$ cat src/rtl/rtsched_pkg.sv
// shared constants and types of the repeating timer slot scheduler
package rtsched_pkg;

   localparam int SLOTS      = 8;
   localparam int TIME_BITS  = 16;
   localparam int MAX_RES    = 8;
   localparam int IDX_W      = (SLOTS > 1) ? $clog2(SLOTS) : 1;
   localparam int FIRE_CNT_W = $clog2(MAX_RES + 1);
   localparam int CMP_W      = (TIME_BITS > 16) ? TIME_BITS : 16;
   localparam int SEL_W      = 6;

   localparam logic [1:0] FUNC_TICK           = 2'd0;
   localparam logic [1:0] FUNC_START          = 2'd1;
   localparam logic [1:0] FUNC_CANCEL_SLOT    = 2'd2;
   localparam logic [1:0] FUNC_CANCEL_HANDLER = 2'd3;

   localparam logic [1:0] KIND_START_REPLY  = 2'd0;
   localparam logic [1:0] KIND_CANCEL_REPLY = 2'd1;
   localparam logic [1:0] KIND_FIRED        = 2'd2;

   localparam logic STATUS_OK  = 1'b0;
   localparam logic STATUS_ERR = 1'b1;

   localparam logic [TIME_BITS-1:0] TIME_MAX = '1;
   localparam logic [15:0]          FIRE_COUNT_MAX = 16'hFFFF;

   typedef struct packed {
      logic [7:0]           handler;
      logic [15:0]          arg;
      logic [15:0]          duration;
      logic [TIME_BITS-1:0] elapsed;
      logic signed [16:0]   rep_limit;
      logic [15:0]          fire_count;
   } slot_type;

   localparam int REC_W = $bits(slot_type);

   typedef struct packed {
      logic             load;
      logic             rd_en;
      logic [IDX_W-1:0] rd_idx;
      logic             finish;
   } ctrl_cmd_type;

   typedef struct packed {
      logic req_err;
   } dp_status_type;

endpackage

$ cat src/rtl/repeating_timer_slot_scheduler.sv
// top level of the repeating timer slot scheduler
//
// channel    handshake                 payload
// request    start high, busy low      req_func req_handler_id req_arg_tag
//                                      req_interval req_repeat_req req_slot_sel
// response   rsp_strobe, one cycle     rsp_kind rsp_status rsp_slot
//                                      rsp_fired_handler rsp_fired_arg rsp_last
//
// a transaction goes from accept through check, the slot ram scan and drain to the last response;
// the scan reads one slot per cycle; rejected requests skip the scan and go from check to finish
// tick responses come out during the scan and at its end, one per cycle at most
// busy drops in the cycle the last response is shown, so the next start may overlap it
// reset clears the sequencer, the slot valid bits and the response strobe at once
// responses cannot be stalled; the block never waits on the receiver
module repeating_timer_slot_scheduler (
   input  logic               clock,
   input  logic               reset,
   input  logic               start,
   output logic               busy,
   input  logic [1:0]         req_func,
   input  logic [7:0]         req_handler_id,
   input  logic [15:0]        req_arg_tag,
   input  logic [15:0]        req_interval,
   input  logic signed [16:0] req_repeat_req,
   input  logic [5:0]         req_slot_sel,
   output logic               rsp_strobe,
   output logic [1:0]         rsp_kind,
   output logic               rsp_status,
   output logic [5:0]         rsp_slot,
   output logic [7:0]         rsp_fired_handler,
   output logic [15:0]        rsp_fired_arg,
   output logic               rsp_last
);
   import rtsched_pkg::*;

   ctrl_cmd_type     cmd;
   dp_status_type    dp_status;
   logic             ram_wr_en;
   logic [IDX_W-1:0] ram_wr_addr;
   logic [REC_W-1:0] ram_wr_data;
   logic [REC_W-1:0] ram_rd_data;

   rtsched_ctrl u_ctrl (
      .clock  (clock),
      .reset  (reset),
      .start  (start),
      .busy   (busy),
      .status (dp_status),
      .cmd    (cmd)
   );

   rtsched_ram #(
      .WIDTH (REC_W),
      .DEPTH (SLOTS)
   ) u_slot_ram (
      .clock   (clock),
      .wr_en   (ram_wr_en),
      .wr_addr (ram_wr_addr),
      .wr_data (ram_wr_data),
      .rd_en   (cmd.rd_en),
      .rd_addr (cmd.rd_idx),
      .rd_data (ram_rd_data)
   );

   rtsched_dp u_dp (
      .clock             (clock),
      .reset             (reset),
      .cmd               (cmd),
      .status            (dp_status),
      .req_func          (req_func),
      .req_handler_id    (req_handler_id),
      .req_arg_tag       (req_arg_tag),
      .req_interval      (req_interval),
      .req_repeat_req    (req_repeat_req),
      .req_slot_sel      (req_slot_sel),
      .ram_wr_en         (ram_wr_en),
      .ram_wr_addr       (ram_wr_addr),
      .ram_wr_data       (ram_wr_data),
      .ram_rd_data       (ram_rd_data),
      .rsp_strobe        (rsp_strobe),
      .rsp_kind          (rsp_kind),
      .rsp_status        (rsp_status),
      .rsp_slot          (rsp_slot),
      .rsp_fired_handler (rsp_fired_handler),
      .rsp_fired_arg     (rsp_fired_arg),
      .rsp_last          (rsp_last)
   );

endmodule

$ cat src/rtl/rtsched_ram.sv
// generic single write port, single read port ram with registered read
module rtsched_ram #(
   parameter int WIDTH = 8,
   parameter int DEPTH = 8
) (
   input  logic                                      clock,
   input  logic                                      wr_en,
   input  logic [((DEPTH > 1) ? $clog2(DEPTH) : 1)-1:0] wr_addr,
   input  logic [WIDTH-1:0]                          wr_data,
   input  logic                                      rd_en,
   input  logic [((DEPTH > 1) ? $clog2(DEPTH) : 1)-1:0] rd_addr,
   output logic [WIDTH-1:0]                          rd_data
);

   logic [WIDTH-1:0] mem_ff [DEPTH];
   logic [WIDTH-1:0] rd_data_ff;

   always_ff @(posedge clock) begin
      if (wr_en) begin
         mem_ff[wr_addr] <= wr_data;
      end
      if (rd_en) begin
         rd_data_ff <= mem_ff[rd_addr];
      end
   end

   assign rd_data = rd_data_ff;

endmodule

$ cat src/rtl/rtsched_ctrl.sv
// sequencer: check, slot scan, drain and finish of one transaction
module rtsched_ctrl (
   input  logic                        clock,
   input  logic                        reset,
   input  logic                        start,
   output logic                        busy,
   input  rtsched_pkg::dp_status_type  status,
   output rtsched_pkg::ctrl_cmd_type   cmd
);
   import rtsched_pkg::*;

   localparam logic [2:0] ST_IDLE  = 3'd0;
   localparam logic [2:0] ST_CHECK = 3'd1;
   localparam logic [2:0] ST_SCAN  = 3'd2;
   localparam logic [2:0] ST_DRAIN = 3'd3;
   localparam logic [2:0] ST_DONE  = 3'd4;

   localparam logic [IDX_W-1:0] LAST_IDX = IDX_W'(SLOTS - 1);

   logic [2:0]       state_ff, state_in;
   logic [IDX_W-1:0] idx_ff, idx_in;

   always_comb begin
      state_in   = state_ff;
      idx_in     = idx_ff;
      cmd        = '0;
      cmd.rd_idx = idx_ff;
      case (state_ff)
         ST_IDLE: begin
            if (start) begin
               cmd.load = 1'b1;
               state_in = ST_CHECK;
            end
         end
         ST_CHECK: begin
            idx_in   = '0;
            state_in = status.req_err ? ST_DONE : ST_SCAN;
         end
         ST_SCAN: begin
            cmd.rd_en = 1'b1;
            if (idx_ff == LAST_IDX) begin
               state_in = ST_DRAIN;
            end else begin
               idx_in = idx_ff + 1'b1;
            end
         end
         ST_DRAIN: begin
            state_in = ST_DONE;
         end
         ST_DONE: begin
            cmd.finish = 1'b1;
            state_in   = ST_IDLE;
         end
         default: begin
            state_in = ST_IDLE;
         end
      endcase
   end

   always_ff @(posedge clock) begin
      if (reset) begin
         state_ff <= ST_IDLE;
         idx_ff   <= '0;
      end else begin
         state_ff <= state_in;
         idx_ff   <= idx_in;
      end
   end

   assign busy = (state_ff != ST_IDLE);

endmodule

$ cat src/rtl/rtsched_dp.sv
// datapath: request latch, per-slot update, search results and result register
module rtsched_dp (
   input  logic                             clock,
   input  logic                             reset,
   input  rtsched_pkg::ctrl_cmd_type        cmd,
   output rtsched_pkg::dp_status_type       status,
   input  logic [1:0]                       req_func,
   input  logic [7:0]                       req_handler_id,
   input  logic [15:0]                      req_arg_tag,
   input  logic [15:0]                      req_interval,
   input  logic signed [16:0]               req_repeat_req,
   input  logic [5:0]                       req_slot_sel,
   output logic                             ram_wr_en,
   output logic [rtsched_pkg::IDX_W-1:0]    ram_wr_addr,
   output logic [rtsched_pkg::REC_W-1:0]    ram_wr_data,
   input  logic [rtsched_pkg::REC_W-1:0]    ram_rd_data,
   output logic                             rsp_strobe,
   output logic [1:0]                       rsp_kind,
   output logic                             rsp_status,
   output logic [5:0]                       rsp_slot,
   output logic [7:0]                       rsp_fired_handler,
   output logic [15:0]                      rsp_fired_arg,
   output logic                             rsp_last
);
   import rtsched_pkg::*;

   // latched request
   logic [1:0]         func_ff, func_in;
   logic [7:0]         hid_ff, hid_in;
   logic [15:0]        arg_ff, arg_in;
   logic [15:0]        iv_ff, iv_in;
   logic signed [16:0] rep_ff, rep_in;
   logic [SEL_W-1:0]   sel_ff, sel_in;

   // scan stage
   logic               s_vld_ff;
   logic [IDX_W-1:0]   s_idx_ff;
   logic               q_vld_ff;
   logic [SLOTS-1:0]   valid_ff, valid_in;

   // start search
   logic                 match_vld_ff, match_vld_in;
   logic [IDX_W-1:0]     match_idx_ff, match_idx_in;
   logic [TIME_BITS-1:0] match_el_ff, match_el_in;
   logic                 free_vld_ff, free_vld_in;
   logic [IDX_W-1:0]     free_idx_ff, free_idx_in;

   // pending fire
   logic                  pend_vld_ff, pend_vld_in;
   logic [IDX_W-1:0]      pend_idx_ff, pend_idx_in;
   logic [7:0]            pend_h_ff, pend_h_in;
   logic [15:0]           pend_arg_ff, pend_arg_in;
   logic [FIRE_CNT_W-1:0] fire_cnt_ff, fire_cnt_in;

   // result register
   logic        rsp_strobe_ff, rsp_strobe_in;
   logic [1:0]  rsp_kind_ff, rsp_kind_in;
   logic        rsp_status_ff, rsp_status_in;
   logic [5:0]  rsp_slot_ff, rsp_slot_in;
   logic [7:0]  rsp_h_ff, rsp_h_in;
   logic [15:0] rsp_arg_ff, rsp_arg_in;
   logic        rsp_last_ff, rsp_last_in;

   slot_type             rec, tick_rec, clr_rec, start_rec;
   logic [TIME_BITS-1:0] el_inc;
   logic                 due, fire, reload, hit;
   logic signed [17:0]   rep_m1;
   logic signed [17:0]   fc_ext;

   assign rec = q_vld_ff ? slot_type'(ram_rd_data) : '0;

   assign status.req_err =
      ((func_ff == FUNC_START) && (hid_ff == 8'd0)) ||
      ((func_ff == FUNC_CANCEL_SLOT) && ({1'b0, sel_ff} >= (SEL_W + 1)'(SLOTS))) ||
      ((func_ff == FUNC_CANCEL_HANDLER) && (hid_ff == 8'd0));

   // tick update of the slot in the scan stage
   assign el_inc = (rec.elapsed != TIME_MAX) ? rec.elapsed + 1'b1 : rec.elapsed;
   assign due    = (rec.handler != 8'd0) && (CMP_W'(el_inc) >= CMP_W'(rec.duration));
   assign fire   = due && (fire_cnt_ff < FIRE_CNT_W'(MAX_RES));
   assign rep_m1 = $signed({rec.rep_limit[16], rec.rep_limit}) - 18'sd1;
   assign fc_ext = $signed({2'b00, rec.fire_count});
   assign reload = (rec.rep_limit == -17'sd1) || (fc_ext < rep_m1);

   always_comb begin
      tick_rec         = rec;
      tick_rec.elapsed = el_inc;
      if (fire) begin
         if (reload) begin
            tick_rec.elapsed = '0;
            if (rec.fire_count != FIRE_COUNT_MAX) begin
               tick_rec.fire_count = rec.fire_count + 1'b1;
            end
         end else begin
            tick_rec.handler = 8'd0;
            tick_rec.arg     = 16'd0;
         end
      end
   end

   // cancel of the slot in the scan stage
   assign hit = (func_ff == FUNC_CANCEL_SLOT) ?
                ({1'b0, sel_ff} == (SEL_W + 1)'(s_idx_ff)) : (rec.handler == hid_ff);

   always_comb begin
      clr_rec         = '0;
      clr_rec.elapsed = rec.elapsed;
   end

   // record written by a successful start
   always_comb begin
      start_rec            = '0;
      start_rec.handler    = hid_ff;
      start_rec.arg        = arg_ff;
      start_rec.duration   = iv_ff;
      start_rec.rep_limit  = rep_ff;
      start_rec.elapsed    = match_vld_ff ? match_el_ff : '0;
   end

   always_comb begin
      func_in       = func_ff;
      hid_in        = hid_ff;
      arg_in        = arg_ff;
      iv_in         = iv_ff;
      rep_in        = rep_ff;
      sel_in        = sel_ff;
      valid_in      = valid_ff;
      match_vld_in  = match_vld_ff;
      match_idx_in  = match_idx_ff;
      match_el_in   = match_el_ff;
      free_vld_in   = free_vld_ff;
      free_idx_in   = free_idx_ff;
      pend_vld_in   = pend_vld_ff;
      pend_idx_in   = pend_idx_ff;
      pend_h_in     = pend_h_ff;
      pend_arg_in   = pend_arg_ff;
      fire_cnt_in   = fire_cnt_ff;
      rsp_strobe_in = 1'b0;
      rsp_kind_in   = rsp_kind_ff;
      rsp_status_in = rsp_status_ff;
      rsp_slot_in   = rsp_slot_ff;
      rsp_h_in      = rsp_h_ff;
      rsp_arg_in    = rsp_arg_ff;
      rsp_last_in   = rsp_last_ff;
      ram_wr_en     = 1'b0;
      ram_wr_addr   = s_idx_ff;
      ram_wr_data   = REC_W'(tick_rec);

      if (cmd.load) begin
         func_in      = req_func;
         hid_in       = req_handler_id;
         arg_in       = req_arg_tag;
         iv_in        = req_interval;
         rep_in       = req_repeat_req;
         sel_in       = req_slot_sel;
         match_vld_in = 1'b0;
         free_vld_in  = 1'b0;
         pend_vld_in  = 1'b0;
         fire_cnt_in  = '0;
      end

      if (s_vld_ff) begin
         case (func_ff)
            FUNC_TICK: begin
               ram_wr_en   = 1'b1;
               ram_wr_data = REC_W'(tick_rec);
               if (fire) begin
                  fire_cnt_in = fire_cnt_ff + 1'b1;
                  if (pend_vld_ff) begin
                     rsp_strobe_in = 1'b1;
                     rsp_kind_in   = KIND_FIRED;
                     rsp_status_in = STATUS_OK;
                     rsp_slot_in   = 6'(pend_idx_ff);
                     rsp_h_in      = pend_h_ff;
                     rsp_arg_in    = pend_arg_ff;
                     rsp_last_in   = 1'b0;
                  end
                  pend_vld_in = 1'b1;
                  pend_idx_in = s_idx_ff;
                  pend_h_in   = rec.handler;
                  pend_arg_in = rec.arg;
               end
            end
            FUNC_START: begin
               if (!match_vld_ff && (rec.handler == hid_ff) && (rec.arg == arg_ff)) begin
                  match_vld_in = 1'b1;
                  match_idx_in = s_idx_ff;
                  match_el_in  = rec.elapsed;
               end
               if (!free_vld_ff && (rec.handler == 8'd0)) begin
                  free_vld_in = 1'b1;
                  free_idx_in = s_idx_ff;
               end
            end
            default: begin
               if (hit) begin
                  ram_wr_en   = 1'b1;
                  ram_wr_data = REC_W'(clr_rec);
               end
            end
         endcase
      end

      if (cmd.finish) begin
         rsp_h_in    = 8'd0;
         rsp_arg_in  = 16'd0;
         rsp_slot_in = 6'd0;
         rsp_last_in = 1'b1;
         case (func_ff)
            FUNC_TICK: begin
               if (pend_vld_ff) begin
                  rsp_strobe_in = 1'b1;
                  rsp_kind_in   = KIND_FIRED;
                  rsp_status_in = STATUS_OK;
                  rsp_slot_in   = 6'(pend_idx_ff);
                  rsp_h_in      = pend_h_ff;
                  rsp_arg_in    = pend_arg_ff;
               end
            end
            FUNC_START: begin
               rsp_strobe_in = 1'b1;
               rsp_kind_in   = KIND_START_REPLY;
               if (!status.req_err && (match_vld_ff || free_vld_ff)) begin
                  rsp_status_in = STATUS_OK;
                  ram_wr_en     = 1'b1;
                  ram_wr_addr   = match_vld_ff ? match_idx_ff : free_idx_ff;
                  ram_wr_data   = REC_W'(start_rec);
                  rsp_slot_in   = 6'(ram_wr_addr);
               end else begin
                  rsp_status_in = STATUS_ERR;
               end
            end
            default: begin
               rsp_strobe_in = 1'b1;
               rsp_kind_in   = KIND_CANCEL_REPLY;
               rsp_status_in = status.req_err ? STATUS_ERR : STATUS_OK;
            end
         endcase
      end

      if (ram_wr_en) begin
         valid_in[ram_wr_addr] = 1'b1;
      end
   end

   always_ff @(posedge clock) begin
      if (reset) begin
         s_vld_ff      <= 1'b0;
         q_vld_ff      <= 1'b0;
         valid_ff      <= '0;
         match_vld_ff  <= 1'b0;
         free_vld_ff   <= 1'b0;
         pend_vld_ff   <= 1'b0;
         fire_cnt_ff   <= '0;
         rsp_strobe_ff <= 1'b0;
      end else begin
         s_vld_ff      <= cmd.rd_en;
         if (cmd.rd_en) begin
            q_vld_ff <= valid_ff[cmd.rd_idx];
         end
         valid_ff      <= valid_in;
         match_vld_ff  <= match_vld_in;
         free_vld_ff   <= free_vld_in;
         pend_vld_ff   <= pend_vld_in;
         fire_cnt_ff   <= fire_cnt_in;
         rsp_strobe_ff <= rsp_strobe_in;
      end
   end

   always_ff @(posedge clock) begin
      func_ff       <= func_in;
      hid_ff        <= hid_in;
      arg_ff        <= arg_in;
      iv_ff         <= iv_in;
      rep_ff        <= rep_in;
      sel_ff        <= sel_in;
      s_idx_ff      <= cmd.rd_idx;
      match_idx_ff  <= match_idx_in;
      match_el_ff   <= match_el_in;
      free_idx_ff   <= free_idx_in;
      pend_idx_ff   <= pend_idx_in;
      pend_h_ff     <= pend_h_in;
      pend_arg_ff   <= pend_arg_in;
      rsp_kind_ff   <= rsp_kind_in;
      rsp_status_ff <= rsp_status_in;
      rsp_slot_ff   <= rsp_slot_in;
      rsp_h_ff      <= rsp_h_in;
      rsp_arg_ff    <= rsp_arg_in;
      rsp_last_ff   <= rsp_last_in;
   end

   assign rsp_strobe        = rsp_strobe_ff;
   assign rsp_kind          = rsp_kind_ff;
   assign rsp_status        = rsp_status_ff;
   assign rsp_slot          = rsp_slot_ff;
   assign rsp_fired_handler = rsp_h_ff;
   assign rsp_fired_arg     = rsp_arg_ff;
   assign rsp_last          = rsp_last_ff;

endmodule

$ cat config.mk
export PLATFORM = sky130hd
export DESIGN_NAME = repeating_timer_slot_scheduler
export DESIGN_NICKNAME = d
export VERILOG_FILES = /design/src/rtl/rtsched_pkg.sv /design/src/rtl/repeating_timer_slot_scheduler.sv /design/src/rtl/rtsched_ram.sv /design/src/rtl/rtsched_ctrl.sv /design/src/rtl/rtsched_dp.sv
export SDC_FILE = /design/constraint.sdc
export NUM_CORES = 1
export LEC_CHECK = 0
export BUFFER_PORTS_ARGS = -buffer_cell sky130_fd_sc_hd__buf_2
export CORE_ASPECT_RATIO = 1.25
export CORE_MARGIN = 8
export CORE_UTILIZATION = 60
export CTS_BUF_LIST = sky130_fd_sc_hd__clkbuf_16
export CTS_CLUSTER_SIZE = 8
export DETAILED_ROUTE_END_ITERATION = 7
export PLACE_DENSITY = 0.75
export SLEW_MARGIN = 20
export SYNTH_ARGS = -nofsm -noshare
export SYNTH_HDL_FRONTEND = slang
export SYNTH_SLANG_ARGS = --single-unit
export TNS_END_PERCENT = 100
$ cat constraint.sdc
create_clock -name clock -period 7.7 [get_ports clock]
set_input_delay 2.31 -clock clock [delete_from_list [all_inputs] [get_ports clock]]
set_output_delay 2.31 -clock clock [all_outputs]
set_load 0.02 [all_outputs]
== Yosys cells after proc, flatten, opt, wreduce, memory -nomap -nowiden ==
Memory sizes are Yosys's and may differ from the RTL's. A register that Yosys moved wholly into a read port is not among the register bits.
Index checks and enable logic that the tools add are counted.

* $add $sub $neg: 5
* Multipliers: 0
* Divide/modulo/power cells: 0
* Magnitude comparators: 7
* Equality and inequality tests: 17
* Shifts and indexed selects: 0
* Muxes and demuxes: 104
* Bitwise operators: 1
* Reductions and logical operators: 36

{| class="wikitable"
|+ Operators by type and width
! operator !! count
|-
| $mux 89 || 7
|-
| $mux 16 || 14
|-
| $mux 8 || 7
|-
| $mux 24 || 2
|-
| $mux 1 || 41
|-
| $add 16x1->16 const B || 2
|-
| $ne 16x16->1 const B || 2
|-
| $mux 3 || 10
|-
| $mux 6 || 5
|-
| $lt 17x18->1 || 1
|-
| $sub 17x2->18 const B || 1
|-
| $eq 17x1->1 const B || 1
|-
| $eq 16x16->1 || 1
|-
| $ge 16x16->1 || 1
|-
| $logic_not 8->1 || 2
|-
| $mux 4 || 4
|-
| $mux 2 || 6
|-
| $pmux 3 s4 || 1
|-
| $pmux 6 s2 || 1
|-
| $logic_and 1x1->1 || 10
|-
| $reduce_bool 2->1 || 5
|-
| $reduce_and 3->1 || 3
|-
| $eq 8x8->1 || 1
|-
| $lt 3x4->1 const B || 2
|-
| other kinds (28) || 40
|}

* Register bits: 175
* Latch bits: 0
* RAM bits: 712
* ROM bits: 0
* Input port bits: 68
* Output and inout port bits: 36
* Memories: 1

{| class="wikitable"
|+ Memories
! memory !! depth !! width !! read ports !! clocked after Yosys merged registers in !! write ports !! line !! source
|-
| u_slot_ram.mem_ff || 8 || 89 || 1 || 1 || 1 || rtsched_ram.sv:15 || <nowiki>logic [WIDTH-1:0] mem_ff [DEPTH];</nowiki>
|}

== Depth between registers and ports, before layout ==
Gate-level depths: netlist (run 1).

* Depth in word-level cells: 14
* Gate-level depth with buffers: 26
* Depth with buffers taken out: 19

== Hierarchy ==
From an unflattened synthesis (run 1), not the netlist that was laid out.

* Cell total of the unflattened synthesis: 2108
* Area, all modules: 39131.3 sq um

{| class="wikitable"
|+ Modules (own cells, without submodules)
! module !! times used !! cells an instance !! area each (sq um) !! seq. area each (sq um)
|-
| rtsched_ram || 1 || 1131 || 29502.0 || 24053.1
|-
| rtsched_dp || 1 || 945 || 9288.9 || 4734.5
|-
| rtsched_ctrl || 1 || 32 || 340.3 || 120.1
|}

== Worst setup path before layout (run 1) ==
No wires, ideal clock.

* Path kind: flip-flop to flip-flop
* Start point: register u_ctrl.state_ff[0]
* End point: memory u_slot_ram.mem_ff[0][0] (netlist bit), enable pin
* Setup time: 0.566 ns
* Data arrival time: 6.154 ns
* Path slack: 0.980 ns
* Stages on the path, launching flop included: 9
* Path buffers: 3
* Cells stage by stage: dfxtp_1 clkbuf_1 nor2_1 nand2_1 nor4_1 clkbuf_1 clkbuf_1 nand2_1 a21oi_1

* Longest elaborated chain between the ends: 5

{| class="wikitable"
|+ Ends and longest elaborated chain
! element !! line !! source
|-
| start: declaration || rtsched_ctrl.sv:20 || <nowiki>logic [2:0] state_ff, state_in;</nowiki>
|-
| start signal: assignment || rtsched_ctrl.sv:65 || <nowiki>state_ff <= state_in;</nowiki>
|-
| $eq 3x3->1 * || rtsched_ctrl.sv:28 || <nowiki>case (state_ff)</nowiki>
|-
| $mux 1 * || rtsched_ctrl.sv:28 ||
|-
| $mux 1 || rtsched_dp.sv:204 || <nowiki>if (cmd.finish) begin</nowiki>
|-
| $mux 1 || rtsched_ram.sv:19 || <nowiki>if (wr_en) begin</nowiki>
|-
| $mux 1 (not written as such) || rtsched_ram.sv:20 || <nowiki>mem_ff[wr_addr] <= wr_data;</nowiki>
|-
| end: declaration || rtsched_ram.sv:15 ||
|}

Mark *: on every way between the ends. The rest lies on a longest branch, timed or not.

== Worst setup path in the final report (run 1) ==
* Start point: register u_dp.q_vld_ff
* End point: memory u_slot_ram.mem_ff[0][35] (netlist bit) (data pin)

* Longest elaborated chain between the ends: 13

{| class="wikitable"
|+ Ends and longest elaborated chain
! element !! line !! source
|-
| start: declaration || rtsched_dp.sv:38 || <nowiki>logic q_vld_ff;</nowiki>
|-
| start signal: assignment || rtsched_dp.sv:259 || <nowiki>q_vld_ff <= valid_ff[cmd.rd_idx];</nowiki>
|-
| $mux 89 * || rtsched_dp.sv:70 || <nowiki>assign rec = q_vld_ff ? slot_type'(ram_rd_data) : '0;</nowiki>
|-
| $add 16x1->16 / $ne 16x16->1 (equally long branches) || rtsched_dp.sv:78 || <nowiki>assign el_inc = (rec.elapsed != TIME_MAX) ? rec.elapsed + 1'b1 : rec.elapsed;</nowiki>
|-
| $mux 16 || rtsched_dp.sv:78 ||
|-
| $ge 16x16->1 || rtsched_dp.sv:79 || <nowiki>assign due = (rec.handler != 8'd0) && (CMP_W'(el_inc) >= CMP_W'(rec.duration));</nowiki>
|-
| $logic_and 1x1->1 || rtsched_dp.sv:79 ||
|-
| $logic_and 1x1->1 || rtsched_dp.sv:80 || <nowiki>assign fire = due && (fire_cnt_ff < FIRE_CNT_W'(MAX_RES));</nowiki>
|-
| $mux 16 || rtsched_dp.sv:88 || <nowiki>if (fire) begin</nowiki>
|-
| $mux 89 || rtsched_dp.sv:196 || <nowiki>if (hit) begin</nowiki>
|-
| $mux 89 || rtsched_dp.sv:163 || <nowiki>case (func_ff)</nowiki>
|-
| $mux 89 * || rtsched_dp.sv:162 || <nowiki>if (s_vld_ff) begin</nowiki>
|-
| $mux 89 || rtsched_dp.sv:223 || <nowiki>if (!status.req_err && (match_vld_ff || free_vld_ff)) begin</nowiki>
|-
| $mux 89 || rtsched_dp.sv:209 || <nowiki>case (func_ff)</nowiki>
|-
| $mux 89 * || rtsched_dp.sv:204 ||
|-
| named net ram_wr_data[35] || repeating_timer_slot_scheduler.sv:40 || <nowiki>logic [REC_W-1:0] ram_wr_data;</nowiki>
|}

Mark *: on every way through the listed nets, which the timed path passes. The rest lies on a longest branch.

==> run metrics, run 1 <==
post-synth top area share a little under three quarters; routed vias/inst 6.56; vias in the first global route 22,000; slowest cell on the critical path o311ai_1; I/O pins 104; worst path required time 8.08 ns; post-CTS resize count 0; Leak Pwr ~15 nW; most common cell after layout, fill and taps aside edfxtp_1; Routed WL per cell 27.9 µm; die width about 250 µm; filler instances 4,029; power density cells 260 nW/µm²; Post-Synthesis Cell Area 39,400 µm²; CP Max Fanout between 70 and 80; DRC Markers 5; GP Congestion 0.903; Die Ht 302 µm; dpl cell area 41,000 µm²; sequential share of the synthesized area about three quarters; insertion delay to the later sink of the worst-skew pair 0.73 ns; layout cell share with drive strength beyond 1 between 20% and 30%; Final Max Tran Viols 0; die area 74,100 µm²; hold endpoint u_dp.rsp_last; status finished, violations left; RSZ-0062 raised after global routing false; CP top delay family compound AO/OA/AOI/OAI gates; Max-slew headroom a little over a quarter; CTS tree built; Yosys Warn Count 0; Yosys cell types 70; Synth Register Bits 973; Mapped Cells 2,127; CTS H-tree lvls 4; Critical Path End Type flip-flop; crit path DAT 6.36 ns; Num CTS Buffers around 140; Finished Layout Cells 3,199; placed cell count 3,017; Hold Path Cell Cnt 1; Mean Syn Cell Area 18.5 µm²; pre-CTS setup slack approximately 1.9 ns; CP bufs+invs 2; Cell Chain, Critical Path buf_4 -> and2_1 -> nand4_1 -> o31ai_2 -> nor2_1 -> xnor2_1 -> ha_1 -> a22o_1 -> o41ai_1 -> a21oi_1 -> buf_4 -> nand2_1 -> o21ai_1 -> o311ai_1; fmax 167 MHz; maximum capacitance violations 0; Buffers on Ports 100; transition time of the tightest slew-check pin 1.09 ns; Area contributors post-synth edfxtp_1 72%, mux4_2 10%, mux2_2 2.7%, dfxtp_1 1.6%, and2_1 1.4%; Root Buffer clkbuf_16; most frequent cells in the layout 942 x edfxtp_1, 180 x mux4_2, 143 x clkbuf_16, 106 x nand2_1, 100 x buf_2; dpl hpwl 50,600 µm; final hold vios 0; fin nets 2,406; Core ar. 65,300 µm²; final instance area 44,900 µm²; initial DRC count 1,896; row cnt 105; first-pass GRT wire length 134,000 µm; min-delay worst type reg -> reg; setup ws final 1.72 ns; Syn-to-layout area delta 14.0%; Clock Skew 0.0349 ns; r2r endpoint u_slot_ram.mem_ff[0][35]; CP startpoint kind flip-flop; Power Total 0.0117 W; pin count of the biggest net entering global routing 146; FF-to-FF Start u_dp.q_vld_ff; Routed Antenna Nets 0; failing checks design-rule violations; hold_sp u_dp.rsp_last; Peak VDD IR 244 µV; Initial Util 60.3%; max incr delay on CP approximately 0.86 ns; antenna violations before repair 1; r2r setup slk between 1.5 and 2 ns; Setup Crit Path Kind reg -> reg; Final min period 5.98 ns; Synth area leader edfxtp_1; cell mode on critical path buf_4; # setup viols final 0; GRT Residual Overflow 0; routed via count 21,000; Sink Count between 900 and 1,000; final WL 89,100 µm; Final period util 77.7%; Most used DFF post-synth edfxtp_1; GRT Total Usage 24.3%; clock-pin slew on the worst setup and hold paths 0.05 ns; drt pass-1 iters 8; R2R cell count 14; post-CTS setup buffer count 0; clock buffer depth 3; Post-synth EDFFs 942; Fin Setup TNS 0 ns; ys async rst share 0%; # hold bufs at CTS 0
power by group:
group / total, W / internal [W] / switching [W]
logic: 0.000364 / 0.000127 / 0.000237
registers: 0.00593 / 0.00588 / 0.0000568
clock network: 0.00539 / 0.00328 / 0.00210
worst register-to-register path, delay by kind of cell, from the launching register on:
family / cells / cell delay, ns
adders and majority gates: 1 / 0.31
xor gates and xnor gates: 1 / 0.16
DFF: 1 / 0.43
and+or+nand+nor: 4 / 1.53
buffers and inverters: 2 / 0.76
AOI/OAI and AO/OA: 6 / 2.47
cell usage after synthesis, types with 4 or more instances:
cell,count
edfxtp_1,942
mux4_2,180
nand2_1,106
mux2_2,93
and2_1,85
clkbuf_1,71
a21oi_1,64
nor2_1,48
a22o_1,46
nand3_1,38
ha_1,36
inv_1,32
dfxtp_1,31
o21ai_0,28
o31ai_1,27
buf_1,25
xnor2_1,24
nor3_1,19
nand4_1,18
and3_1,15
or4_1,15
nor4_1,14
xor2_1,14
mux2i_1,9
o211ai_1,9
o22ai_1,9
or3_1,9
a22oi_1,8
a31oi_1,8
buf_2,7
buf_4,6
nand2b_1,6
nand3b_1,5
a211oi_1,4
a21o_1,4
a221oi_1,4
and4_1,4
cell families after synthesis:
family,synth area share (%)
xor+xnor,0.845
other cells,0.00952
compound gates,4.45
simple gates,5.43
mux,13.2
buf+inv,1.52
flops,73.4
fa+ha+maj,1.14
state kept, by name (all words and copies together) (netlist names), 2 cells and up:
name and count:
u_dp.pend_idx_ff 3, u_dp.rsp_slot 3, u_dp.pend_h_ff 8, u_dp.rsp_fired_handler 8
u_dp.rep_ff 17, u_dp.match_el_ff 16, u_dp.rsp_fired_arg 16, u_dp.pend_arg_ff 16
u_dp.sel_ff 6, u_slot_ram.mem_ff 712, u_dp.rsp_kind 2, u_dp.hid_ff 8
u_dp.fire_cnt_ff 4, u_dp.match_idx_ff 3, u_dp.iv_ff 16, u_dp.free_idx_ff 3
u_ctrl.state_ff 3, u_ctrl.idx_ff 3, u_dp.func_ff 2, u_dp.arg_ff 16
u_dp.valid_ff 8, u_slot_ram.rd_data 89, u_dp.s_idx_ff 3
how the worst max path moves through the flow:
stage	from	to	slack, ns	depth (start not counted)
after floorplan	u_ctrl.state_ff[0]	u_slot_ram.mem_ff[0][0]	0.98	8
after global placement	u_dp.q_vld_ff	u_slot_ram.mem_ff[0][36]	2.11	14
after detailed placement	u_dp.q_vld_ff	u_slot_ram.mem_ff[0][35]	1.86	14
after CTS	u_dp.q_vld_ff	u_slot_ram.mem_ff[4][36]	1.88	14
after global routing	u_dp.q_vld_ff	u_slot_ram.mem_ff[0][35]	1.32	14
final	u_dp.q_vld_ff	u_slot_ram.mem_ff[0][35]	1.72	14
metrics by stage:
step	utilization (%)	hold WS, ns
after floorplan	-	0.353
after global placement	62.8	0.442
after detailed placement	62.8	0.448
after CTS	68.7	0.458
after global routing	68.7	0.473
final	68.7	0.460
per-layer routing:
layer  up-vias  part of all wire [%]  track usage (%)
li1       8945                     -                -
met1     10900                    38             30.5
met2      1020                    52             41.9
met3       162                   7.4             4.50
met4         0                   2.7             9.32
met5         -                     0                0
area by class of cell:
cell class                 instances  area [µm²]  area share, %
sequential                       973       28900           64.5
multi-input combinational       1011        9970           22.2
clock buffer                     143        3580           7.97
tap                              856        1070           2.39
timing repair buffer             144         918           2.05
clock inverter                    38         283          0.630
inverter                          33         129          0.287
antenna                            1        2.50        0.00558
Note: power is estimated with default switching activity, not from simulation.
==> inputs of run 2 (changes only) <==
- ABC_AREA: not set -> 1
- CORE_UTILIZATION: 60 -> 56
- PLACE_DENSITY: 0.75 -> 0.74
- clock period: 7.7 -> 5.3 ns (I/O delays scaled with it)
==> run 2 against run 1 <==
Against the previous run:
- the run now ends clean
- clock skew down 0.0018 ns
- combinational power rose to 7.3 times the previous value
- sequential power up 52%
- non-clock buffer count up 10
- fmax up 26%
- clock power up 44%
==> run metrics, run 2 <==
most frequent cells in the layout 942 x edfxtp_1, 734 x nor2_1, 436 x o21ai_0, 307 x nand2_1, 204 x inv_1; Peak VDD IR between 300 and 400 µV; transition time of the tightest slew-check pin 1.08 ns; dpl cell area 41,600 µm²; GRT Residual Overflow 0; GRT Total Usage around 23%; drt pass-1 iters 6; Top Layer Used met4; worst path required time about 5.7 ns; GP Congestion between 0.9 and 1; I/O pins 104; Synth area leader edfxtp_1; Cell Chain, Critical Path buf_4 -> nand2_2 -> inv_2 -> nand2_1 -> nor3b_2 -> nand3_2 -> mux2i_1 -> inv_1 -> ha_1 -> a21oi_1 -> o21ai_0 -> nand2_1 -> o211ai_1 -> nand2_1 -> nand3_1 -> nand2_2 -> buf_4 -> inv_2 -> nand2_2 -> nand3_1 -> a21oi_1; first-pass GRT wire length 142,000 µm; Area contributors post-synth edfxtp_1 71%, nor2_1 6.9%, o21ai_0 5.5%, nand2_1 2.9%, inv_1 1.7%; Initial Util 56.5%; antenna violations before repair 0; routed vias/inst a little under 6; final instance area between 40,000 and 50,000 µm²; Final period util 89.6%; Final min period 4.75 ns; Reg with most FFs u_slot_ram.mem_ff; Routed Antenna Nets 0; Final Max Tran Viols 0; row cnt 109; CP startpoint kind flip-flop; CP bufs+invs 5; die area roughly 80,000 µm²; min-delay worst type reg -> reg; Post-synth EDFFs 942; hold_sp u_dp.valid_ff[3]; top cells by count, synth 942 x edfxtp_1, 736 x nor2_1, 436 x o21ai_0, 307 x nand2_1, 182 x inv_1; clock-pin slew on the worst setup and hold paths 0.05 ns; RSZ-0062 raised after global routing false; Yosys cell types 50; fin nets 3,571; Synth Register Bits 973; most common cell in the netlist edfxtp_1; final hold vios 0; # hold bufs at CTS 0; post-synth top area share 70.7%; met3 wire len slightly above 8000 µm; Most used DFF post-synth edfxtp_1; ys async rst share 0%; Die Ht 315 µm; CP Max Fanout 25; pin count of the biggest net entering global routing 213; Routed WL per cell 21.0 µm; DR WL met2 about 45,000 µm; CP top delay family simple AND/OR/NAND/NOR gates; crit path DAT 5.18 ns; vias in the first global route 25,500; Core ar. 70,800 µm²; dpl hpwl 49,900 µm; Root Buffer clkbuf_16; Yosys Warn Count 0; DRC Markers 0; CTS tree built; sequential share of the synthesized area just over 70%; layout cell share with drive strength beyond 1 between 10% and 20%; # setup viols final 0; ANT cells 0; Worst Setup SP u_dp.q_vld_ff; Largest register FFs 712; initial DRC count 2,608; CTS H-tree lvls 4; insertion delay to the later sink of the worst-skew pair 0.72 ns; Post-Synthesis Cell Area 40,000 µm²; final WL 93,700 µm; power density cells 427 nW/µm²; Max-slew headroom 27.9%; Sink Count 973; status finished clean; fmax 211 MHz; Num CTS Buffers 139; most common cell after layout, fill and taps aside edfxtp_1; Syn-to-layout area delta 13.7%; FF-to-FF Start u_dp.q_vld_ff; maximum capacitance violations 0; Critical Path End Type flip-flop; routed via count 26,500; Mean Syn Cell Area 11.9 µm²; Clock Skew 0.0331 ns; max incr delay on CP 0.52 ns; DRT met1 WL ~38,000 µm; clock buffer depth 3; Mapped Cells around 3,400; Buffers on Ports 100; slowest cell on the critical path dfxtp_4; Setup Crit Path Kind reg -> reg; Fin Setup TNS 0 ns; Leak Pwr approximately 16 nW; die width about 260 µm
[run 2: changes by cell type in the layout (fill, tap and decap cells not counted), sizes merged, moves of 19 or more]
| cell | change |
|---|---|
| nand2 | +216 |
| inv | +169 |
| nor2 | +696 |
| a31oi | +82 |
| nand3 | +19 |
| xnor2 | -21 |
| mux2 | -93 |
| o31ai | -29 |
| a22o | -46 |
| and2 | -84 |
| o22ai | +98 |
| o21ai | +424 |
| a21oi | +20 |
| mux4 | -180 |
[run 2: cell families after synthesis]
group,after synthesis,synth area share [%]
buffers and inverters,375,3.75
flip-flops,973,72.3
XOR/XNOR,32,0.757
AO/OA/AOI/OAI,744,10.0
adder cells (fa/ha/maj),36,1.13
AND/OR/NAND/NOR,1188,12.0
multiplexers,1,0.0250
other,1,0.00938
[run 2: what timing repair did]
action,in CTS,in global routing
setup endpoints to repair,0,24
resized for setup,0,1
setup buffers,0,0
[run 2: stage by stage]
stage               util (%)  worst slack, ns  instances  total power (W)  hold slack (ns)
finish                  64.2            0.553       4453           0.0194            0.453
global route            64.2            0.114       4453           0.0201            0.477
CTS                     64.2            0.497       4453           0.0195            0.448
detailed placement      58.8            0.522       4269           0.0117            0.438
global placement        58.8            0.606       4269           0.0117            0.436
floorplan                  -             1.01       3352           0.0110            0.369
[run 2: worst reg2reg max path: stages, from the launching register on]
cell      delay [ns]
dfxtp_4         0.52
buf_4           0.39
nand2_2         0.13
inv_2           0.10
nand2_1         0.10
nor3b_2         0.27
nand3_2         0.29
mux2i_1         0.23
inv_1           0.07
ha_1            0.29
a21oi_1         0.17
o21ai_0         0.11
nand2_1         0.08
o211ai_1        0.09
nand2_1         0.07
nand3_1         0.14
nand2_2         0.13
buf_4           0.22
inv_2           0.06
nand2_2         0.31
nand3_1         0.16
a21oi_1         0.52
[run 2: cell type report]
cell class / count / area (µm²)
sequential: 973 / 28900
fill: 4973 / 25300
multi-input combinational: 2004 / 9640
clock buffer: 141 / 3530
tap: 943 / 1180
timing repair buffer: 154 / 1140
inverter: 195 / 772
clock inverter: 43 / 289
[run 2: final timing paths]
path / to / depth (start not counted) / slack (ns)
max: u_slot_ram.mem_ff[1][46] / 21 / 0.55
min: u_dp.valid_ff[3] / 2 / 0.45
min reg2reg: u_dp.valid_ff[3] / 2 / 0.45
max reg2reg: u_slot_ram.mem_ff[1][46] / 21 / 0.55
[run 2: metal layers]
layer,vias up,global-route usage [%]
li1,12100,-
met1,12800,30.5
met2,1349,37.7
met3,201,4.24
met4,0,9.47
met5,-,0
[run 2: report_power, final]
part	total, W	switching, W	internal [W]
combinational	0.00267	0.00190	0.000762
clock	0.00777	0.00306	0.00471
sequential	0.00899	0.000164	0.00882
